**src/hdl/rfp_pkg.sv**
```systemverilog
package rfp_pkg;

	// configuration register indexes
	typedef enum logic [1:0] {
		REG_CRC_POLY  = 2'd0,
		REG_SYNTH_ID  = 2'd1,
		REG_CTRL_ID   = 2'd2,
		REG_INTR_ID   = 2'd3
	} rfp_reg_t;

	localparam int unsigned CfgDataWidth = 16;
	localparam logic [15:0] CrcPolyReset = 16'h1021;

	// position within the frame
	typedef enum logic [3:0] {
		PH_ID   = 4'd0,
		PH_HDR  = 4'd1,
		PH_CTX  = 4'd2,
		PH_LEN0 = 4'd3,
		PH_LEN1 = 4'd4,
		PH_ADR0 = 4'd5,
		PH_ADR1 = 4'd6,
		PH_DATA = 4'd7,
		PH_CRC0 = 4'd8,
		PH_CRC1 = 4'd9,
		PH_DONE = 4'd10
	} rfp_phase_t;

	typedef enum logic [2:0] {
		ST_IDLE     = 3'd0,
		ST_UNEXP    = 3'd1,
		ST_PARSING  = 3'd2,
		ST_COMPLETE = 3'd3,
		ST_CRCERR   = 3'd4
	} rfp_status_t;

	typedef enum logic {
		MODE_BYTE    = 1'b0,
		MODE_RESTART = 1'b1
	} rfp_mode_t;

	typedef struct packed {
		logic       mode;
		logic [7:0] rx_byte;
	} rfp_byte_t;

	typedef struct packed {
		logic [2:0]  status;
		logic [7:0]  report_id;
		logic [7:0]  header_byte;
		logic [7:0]  context_byte;
		logic [15:0] frame_length;
		logic [15:0] target_address;
		logic [7:0]  data_byte;
		logic        data_valid;
		logic [15:0] data_index;
		logic        frame_end;
	} rfp_report_t;

	// msb-first crc-16 update by one byte, top bit of the polynomial implied
	function automatic logic [15:0] crc16_byte(input logic [15:0] crc, input logic [7:0] b,
			input logic [15:0] poly);
		logic [15:0] c;
		c = crc ^ {b, 8'h00};
		for (int k = 0; k < 8; k++) begin
			if (c[15]) begin
				c = {c[14:0], 1'b0} ^ poly;
			end else begin
				c = {c[14:0], 1'b0};
			end
		end
		return c;
	endfunction

endpackage

```
**src/hdl/rfp_if.sv**
```systemverilog
interface rfp_byte_if import rfp_pkg::*; ();
	logic      valid;
	logic      ready;
	rfp_byte_t payload;

	modport source (output valid, output payload, input ready);
	modport sink (input valid, input payload, output ready);
endinterface

interface rfp_report_if import rfp_pkg::*; ();
	logic        valid;
	logic        ready;
	rfp_report_t payload;

	modport source (output valid, output payload, input ready);
	modport sink (input valid, input payload, output ready);
endinterface

```
**src/hdl/report_frame_parser_crc16_top.sv**
```systemverilog
// Report frame parser with CRC-16 check.
// byte_ch carries one word per received byte (mode, rx_byte); a word with
// mode set restarts the parser to idle. report_ch carries one word per
// accepted byte: the status after that byte, the frame fields seen so far,
// the payload byte with its index when the byte was payload, and frame_end
// on the byte that completed the CRC compare.
// Throughput is one byte per cycle while byte_ch.ready is high: the whole
// per-byte step, including the eight-bit CRC update, is one combinational
// pass into the result register. The result register drives report_ch.
// When the receiver stalls, one further word is taken into a skid register,
// after which byte_ch.ready drops until the result register drains.
// Configuration (polynomial, three frame IDs) is written through cfg_we,
// cfg_index, cfg_data, by the user only while idle; the block has no check.
// Reset clears the parser to idle, the frame registers and CRC to zero,
// the polynomial to 0x1021 and the IDs to zero; both output registers empty.
module report_frame_parser_crc16_top import rfp_pkg::*; (
	input  logic                    clk,
	input  logic                    arst_n,
	input  logic                    cfg_we,
	input  logic [1:0]              cfg_index,
	input  logic [CfgDataWidth-1:0] cfg_data,
	rfp_byte_if.sink                byte_ch,
	rfp_report_if.source            report_ch
);

	logic [15:0] crc_poly_q;
	logic [7:0]  synth_id_q, ctrl_id_q, intr_id_q;

	rfp_phase_t  phase_q, phase_d;
	rfp_status_t status_q, status_d;
	logic [15:0] crc_q, crc_d;
	logic [7:0]  crc_low_q, crc_low_d;
	logic [15:0] count_q, count_d;
	logic [7:0]  id_q, id_d, hdr_q, hdr_d, ctx_q, ctx_d;
	logic [15:0] len_q, len_d, adr_q, adr_d;

	rfp_report_t res;
	rfp_report_t out_s1, skid_s1;
	logic        out_vld_q, skid_vld_q;
	logic        accept;
	logic [7:0]  b;
	logic [15:0] count_inc;
	logic [15:0] crc_upd;

	// configuration registers
	always_ff @(posedge clk or negedge arst_n) begin
		if (!arst_n) begin
			crc_poly_q <= CrcPolyReset;
			synth_id_q <= '0;
			ctrl_id_q  <= '0;
			intr_id_q  <= '0;
		end else if (cfg_we) begin
			case (rfp_reg_t'(cfg_index))
				REG_CRC_POLY: crc_poly_q <= cfg_data;
				REG_SYNTH_ID: synth_id_q <= cfg_data[7:0];
				REG_CTRL_ID:  ctrl_id_q  <= cfg_data[7:0];
				REG_INTR_ID:  intr_id_q  <= cfg_data[7:0];
				default: ;
			endcase
		end
	end

	assign accept    = byte_ch.valid && byte_ch.ready;
	assign b         = byte_ch.payload.rx_byte;
	assign count_inc = count_q + 16'd1;
	assign crc_upd   = crc16_byte((phase_q == PH_ID) ? 16'h0000 : crc_q, b, crc_poly_q);

	// per-byte parser step
	always_comb begin
		phase_d   = phase_q;
		status_d  = status_q;
		crc_d     = crc_q;
		crc_low_d = crc_low_q;
		count_d   = count_q;
		id_d      = id_q;
		hdr_d     = hdr_q;
		ctx_d     = ctx_q;
		len_d     = len_q;
		adr_d     = adr_q;
		res       = '0;
		if (byte_ch.payload.mode == MODE_RESTART) begin
			phase_d  = PH_ID;
			status_d = ST_IDLE;
		end else if (status_q != ST_COMPLETE && status_q != ST_CRCERR) begin
			case (phase_q)
				PH_ID: begin
					if (b == synth_id_q || b == ctrl_id_q || b == intr_id_q) begin
						id_d     = b;
						crc_d    = crc_upd;
						count_d  = '0;
						status_d = ST_PARSING;
						phase_d  = PH_HDR;
					end else begin
						status_d = ST_UNEXP;
					end
				end
				PH_HDR: begin
					hdr_d   = b;
					crc_d   = crc_upd;
					phase_d = PH_CTX;
				end
				PH_CTX: begin
					ctx_d   = b;
					crc_d   = crc_upd;
					phase_d = PH_LEN0;
				end
				PH_LEN0: begin
					len_d   = {len_q[15:8], b};
					crc_d   = crc_upd;
					phase_d = PH_LEN1;
				end
				PH_LEN1: begin
					len_d   = {b, len_q[7:0]};
					crc_d   = crc_upd;
					phase_d = PH_ADR0;
				end
				PH_ADR0: begin
					adr_d   = {adr_q[15:8], b};
					crc_d   = crc_upd;
					phase_d = PH_ADR1;
				end
				PH_ADR1: begin
					adr_d   = {b, adr_q[7:0]};
					crc_d   = crc_upd;
					phase_d = (len_q == 16'd0) ? PH_CRC0 : PH_DATA;
				end
				PH_DATA: begin
					res.data_byte  = b;
					res.data_valid = 1'b1;
					res.data_index = count_q;
					count_d        = count_inc;
					crc_d          = crc_upd;
					if (count_inc >= len_q) begin
						phase_d = PH_CRC0;
					end
				end
				PH_CRC0: begin
					crc_low_d = b;
					phase_d   = PH_CRC1;
				end
				PH_CRC1: begin
					status_d      = (crc_q == {b, crc_low_q}) ? ST_COMPLETE : ST_CRCERR;
					res.frame_end = 1'b1;
					phase_d       = PH_DONE;
				end
				default: ;
			endcase
		end
		res.status         = status_d;
		res.report_id      = id_d;
		res.header_byte    = hdr_d;
		res.context_byte   = ctx_d;
		res.frame_length   = len_d;
		res.target_address = adr_d;
	end

	// parser state
	always_ff @(posedge clk or negedge arst_n) begin
		if (!arst_n) begin
			phase_q   <= PH_ID;
			status_q  <= ST_IDLE;
			crc_q     <= '0;
			crc_low_q <= '0;
			count_q   <= '0;
			id_q      <= '0;
			hdr_q     <= '0;
			ctx_q     <= '0;
			len_q     <= '0;
			adr_q     <= '0;
		end else if (accept) begin
			phase_q   <= phase_d;
			status_q  <= status_d;
			crc_q     <= crc_d;
			crc_low_q <= crc_low_d;
			count_q   <= count_d;
			id_q      <= id_d;
			hdr_q     <= hdr_d;
			ctx_q     <= ctx_d;
			len_q     <= len_d;
			adr_q     <= adr_d;
		end
	end

	// result register with skid stage
	always_ff @(posedge clk or negedge arst_n) begin
		if (!arst_n) begin
			out_vld_q  <= 1'b0;
			skid_vld_q <= 1'b0;
		end else if (report_ch.ready || !out_vld_q) begin
			if (skid_vld_q) begin
				out_vld_q  <= 1'b1;
				skid_vld_q <= 1'b0;
			end else begin
				out_vld_q <= accept;
			end
		end else if (accept) begin
			skid_vld_q <= 1'b1;
		end
	end

	always_ff @(posedge clk) begin
		if (report_ch.ready || !out_vld_q) begin
			if (skid_vld_q) begin
				out_s1 <= skid_s1;
			end else if (accept) begin
				out_s1 <= res;
			end
		end else if (accept) begin
			skid_s1 <= res;
		end
	end

	assign byte_ch.ready     = !skid_vld_q;
	assign report_ch.valid   = out_vld_q;
	assign report_ch.payload = out_s1;

endmodule

```
**src/flat_wrapper.sv**
```systemverilog
// flat-port wrapper written by rule: the top's interface ports become plain ports
module report_frame_parser_crc16_top_flat import rfp_pkg::*;
  (clk, arst_n, cfg_we, cfg_index, cfg_data, byte_ch_valid, byte_ch_payload, byte_ch_ready, report_ch_valid, report_ch_payload, report_ch_ready);
  rfp_byte_if byte_ch_i ();
  rfp_report_if report_ch_i ();
  input  logic clk;
  input  logic arst_n;
  input  logic cfg_we;
  input  logic [1:0] cfg_index;
  input  logic [CfgDataWidth-1:0] cfg_data;
  input wire logic [$bits(byte_ch_i.valid)-1:0] byte_ch_valid;
  input wire logic [$bits(byte_ch_i.payload)-1:0] byte_ch_payload;
  output wire logic [$bits(byte_ch_i.ready)-1:0] byte_ch_ready;
  output wire logic [$bits(report_ch_i.valid)-1:0] report_ch_valid;
  output wire logic [$bits(report_ch_i.payload)-1:0] report_ch_payload;
  input wire logic [$bits(report_ch_i.ready)-1:0] report_ch_ready;
  assign byte_ch_i.valid = byte_ch_valid;
  assign byte_ch_i.payload = byte_ch_payload;
  assign byte_ch_ready = byte_ch_i.ready;
  assign report_ch_valid = report_ch_i.valid;
  assign report_ch_payload = report_ch_i.payload;
  assign report_ch_i.ready = report_ch_ready;
  report_frame_parser_crc16_top u_core (.clk(clk), .arst_n(arst_n), .cfg_we(cfg_we), .cfg_index(cfg_index), .cfg_data(cfg_data), .byte_ch(byte_ch_i), .report_ch(report_ch_i));
endmodule
```
**config.mk**
```make
export PLATFORM = sky130hd
export DESIGN_NAME = report_frame_parser_crc16_top_flat
export DESIGN_NICKNAME = d
export VERILOG_FILES = /design/src/hdl/rfp_pkg.sv /design/src/hdl/rfp_if.sv /design/src/hdl/report_frame_parser_crc16_top.sv /design/src/flat_wrapper.sv
export SDC_FILE = /design/constraint.sdc
export NUM_CORES = 1
export LEC_CHECK = 0
export BUFFER_PORTS_ARGS = -buffer_cell sky130_fd_sc_hd__buf_2
export CAP_MARGIN = 0
export CORE_MARGIN = 2
export CORE_UTILIZATION = 50
export DETAILED_ROUTE_END_ITERATION = 16
export PLACE_DENSITY = 0.66
export SETUP_SLACK_MARGIN = 0.05
export SYNTH_ARGS = -nofsm -noshare
export SYNTH_HDL_FRONTEND = slang
export SYNTH_SLANG_ARGS = --single-unit
export TNS_END_PERCENT = 100
```
**constraint.sdc**
```tcl
create_clock -name clk -period 14.7 [get_ports clk]
set_input_delay 2.94 -clock clk [delete_from_list [all_inputs] [get_ports clk]]
set_output_delay 2.94 -clock clk [all_outputs]
set_load 0.02 [all_outputs]
```
==> impl_metrics.ini <==
[layout]
diodes = 0
multiInputGateArea_um2 = 7240
fill_cells = 2674
drive_gt1_frac = 0.297
seq_area_um2 = 8740
syn2layout_area_growth_pct = 13.0
nNetsFinal = 1478

[grt]
grt_pass1_vias = 10364
grt_start_max_net_pins = 80
grt_pass1_wl_um = 58300
gr-total-overflow = 0
grt_usage = 0.218
antenna_found_initial = 0

[outcome]
status = finished, final reports clean

[setup_path]
startpoint_type = input pin
path_cells = buf_2 -> xor2_1 -> buf_4 -> mux2i_1 -> o22ai_2 -> mux2i_1 -> xnor3_2 -> xnor2_4 -> xnor2_2 -> nor2_1 -> o31ai_2 -> nand3_1 -> xor3_1 -> o21ai_0
critPathMaxFanout = 24
critPathBufInv = 2
max_stage_delay_ns = 1.10
cpMaxStageDelayCell = o31ai_2
end_kind = flop
required_ns = 15.08
critPathTopFamily = XOR/XNOR gates
arrival_ns = 7.76
path_common_cell = mux2i_1
crit_type = in2reg

[sta]
tightest_slew_ns = 1.30
fmax_mhz = 136
whs_ns = 0.473
fin_crit_ns = 7.38
fin_setup_tns_ns = 0
finalSetupViolations = 0
fin_crit_sh = 0.502
finalHoldViolCount = 0
drv_slew = 0
finClkSkew_ns = 0.0231
grt_setup_unrepaired = no
relSlewSlack = 0.131
fin_ws_ns = 7.32

[clocking]
cts_tree = built
htreeDepth = 2
clockBufferDepth = 3
holdBufCountCts = 0
clock-sinks = 315
path_clk_slew_ns = 0.06
insertion_delay_ns = 0.52
numCtsBuffers = 35
postCtsSetupRepairBufs = 0
cts_root_buffer = clkbuf_16
cts_resized = 0

[route]
drt_iter0_markers = 915
vias = 10500
vias_per_cell = 5.53
wirelength_um = 36600
drc = 0
ant_nets = 0
first_pass_iters = 5
wl_per_cell_um = 19.3

[power]
power_mw = 4.64
p_leak_nw = 7.75
power-per-cell-area_nw_per_um2 = 251
ir_worst_vdd_mv = 0.209

[placed_design]
dp_slack_ns = 6.87
routabilityCongestion = 0.839
numPortBuffers = 118
hpwlAfterDp_um = 23300

[floorplanning]
die_w_um = 185
fp.dieArea_um2 = 34300
dieHeight_um = 185
core_um2 = 32500
initial_core_util = 0.505
fp-row-count = 66
pin_count = 119

[synth]
synth_area_leaders = edfxtp_1, dfrtp_1, mux2_2
synth_commonest_cells = mux2_2, nand2_1, edfxtp_1, dfrtp_1, xnor2_1
syn_area_per_cell_um2 = 12.1
synthCells = 1352
yosys_register_bits = 315
synth_edf_count = 170
synth.distinct_cells = 69
yosys_warnings = 0
synth.yosys.seq_area_share = 0.533
synthArstFlopShare = 0.460
synth_top_area_share = 0.311
synth.most_common_cell = mux2_2
synth_ff_type = edfxtp_1
yosysTopAreaCell = edfxtp_1
syn_nets = 1401
synth.cell_area_um2 = 16400

[job]
maxCapViolCount = 0

[worst_hold_path]
worstHoldPathType = reg2reg
## per-layer routing
metal	GRT usage	vias to the layer above	share of wire
met5	0	-	0
met4	0.0594	0	0.024
met3	0.0315	67	0.049
met2	0.344	279	0.46
met1	0.318	5205	0.46
li1	-	4949	-
## cell families (layout without fill, tap and decap cells)
logic type                 count (synthesis)  in the layout  synth area share
adders and majority gates                 17             17            0.0130
DFF                                      315            315             0.533
muxes                                    234            234             0.161
AOI/OAI and AO/OA                        137            137            0.0554
buffers and inverters                    114            218            0.0272
xor gates and xnor gates                 161            161             0.104
and+or+nand+nor                          374            374             0.107
## where the power goes
group | total [mW] | internal [mW] | switching (mW)
Sequential | 1.28 | 1.14 | 0.141
Combinational | 2.44 | 1.28 | 1.16
Clock | 0.931 | 0.568 | 0.364
## cells in the final DEF (no fill, tap or decap), drive strengths merged, types with 4 or more instances in the layout
cell	synthesis	routed
a21o	11	11
a21oi	30	30
a31oi	4	4
and2	25	25
buf	12	127
bufinv	0	5
clkbuf	75	48
clkinv	0	7
dfrtp	142	142
edfxtp	170	170
ha	17	17
inv	27	28
mux2	225	225
mux2i	9	9
nand2	177	177
nand2b	17	17
nand3	28	28
nand4	16	16
nor2	54	54
nor2b	7	7
nor3	13	13
nor4	12	12
o211ai	7	7
o21ai	49	49
o31ai	8	8
or3	5	5
xnor2	109	109
xnor3	5	5
xor2	35	35
xor3	12	12
## worst paths after layout
| path | slack (ns) | to | startpoint | cells past startpoint |
|---|---|---|---|---|
| setup / recovery | 7.32 | u_core.crc_q[13]$_DFFE_PN0P_ | byte_ch_payload[7] | 14 |
| hold / removal | 0.47 | u_core.count_q[14]$_DFFE_PN0P_ | u_core.count_q[14]$_DFFE_PN0P_ | 2 |
| setup reg to reg | 8.93 | u_core.crc_q[13]$_DFFE_PN0P_ | u_core.phase_q[1]$_DFFE_PN0P_ | 13 |
| hold reg to reg | 0.47 | u_core.count_q[14]$_DFFE_PN0P_ | u_core.count_q[14]$_DFFE_PN0P_ | 2 |
| max in group asynchronous | 10.75 | u_core.count_q[3]$_DFFE_PN0P_ | arst_n | 2 |
| min in group asynchronous | 2.44 | u_core.crc_poly_q[1]$_DFFE_PN0P_ | arst_n | 1 |
## flip-flops by register name (all words and copies together), names as in the netlist
name                      flops
u_core.report_ch.payload     85
u_core.skid_s1               85
u_core.adr_q                 16
u_core.count_q               16
u_core.crc_poly_q            16
u_core.crc_q                 16
u_core.len_q                 16
u_core.crc_low_q              8
u_core.ctrl_id_q              8
u_core.ctx_q                  8
u_core.hdr_q                  8
u_core.id_q                   8
u_core.intr_id_q              8
u_core.synth_id_q             8
u_core.phase_q                4
u_core.status_q               3
u_core.report_ch.valid        1
u_core.skid_vld_q             1
## metrics by stage
stage / instances / instance area, µm² / utilization
after floorplan: 1352 / 16400 / -
after CTS: 1898 / 18500 / 0.571
after global placement: 1834 / 17300 / 0.533
final: 1898 / 18500 / 0.571
after detailed placement: 1834 / 17300 / 0.533
after global routing: 1898 / 18500 / 0.571
## final cells by class
type | count | share of cell area
clock inverter | 16 | 0.0124
inverter | 27 | 0.00554
tap | 442 | 0.0299
sequential | 315 | 0.472
clock buffer | 48 | 0.0538
timing repair buffer | 127 | 0.0359
multi-input combinational | 923 | 0.391
## worst min-delay path: stages (launching register included)
cell     delay, ns
dfrtp_1       0.34
nand2_1       0.05
nand2_1       0.05
Note: power is estimated with default switching activity, not from simulation.
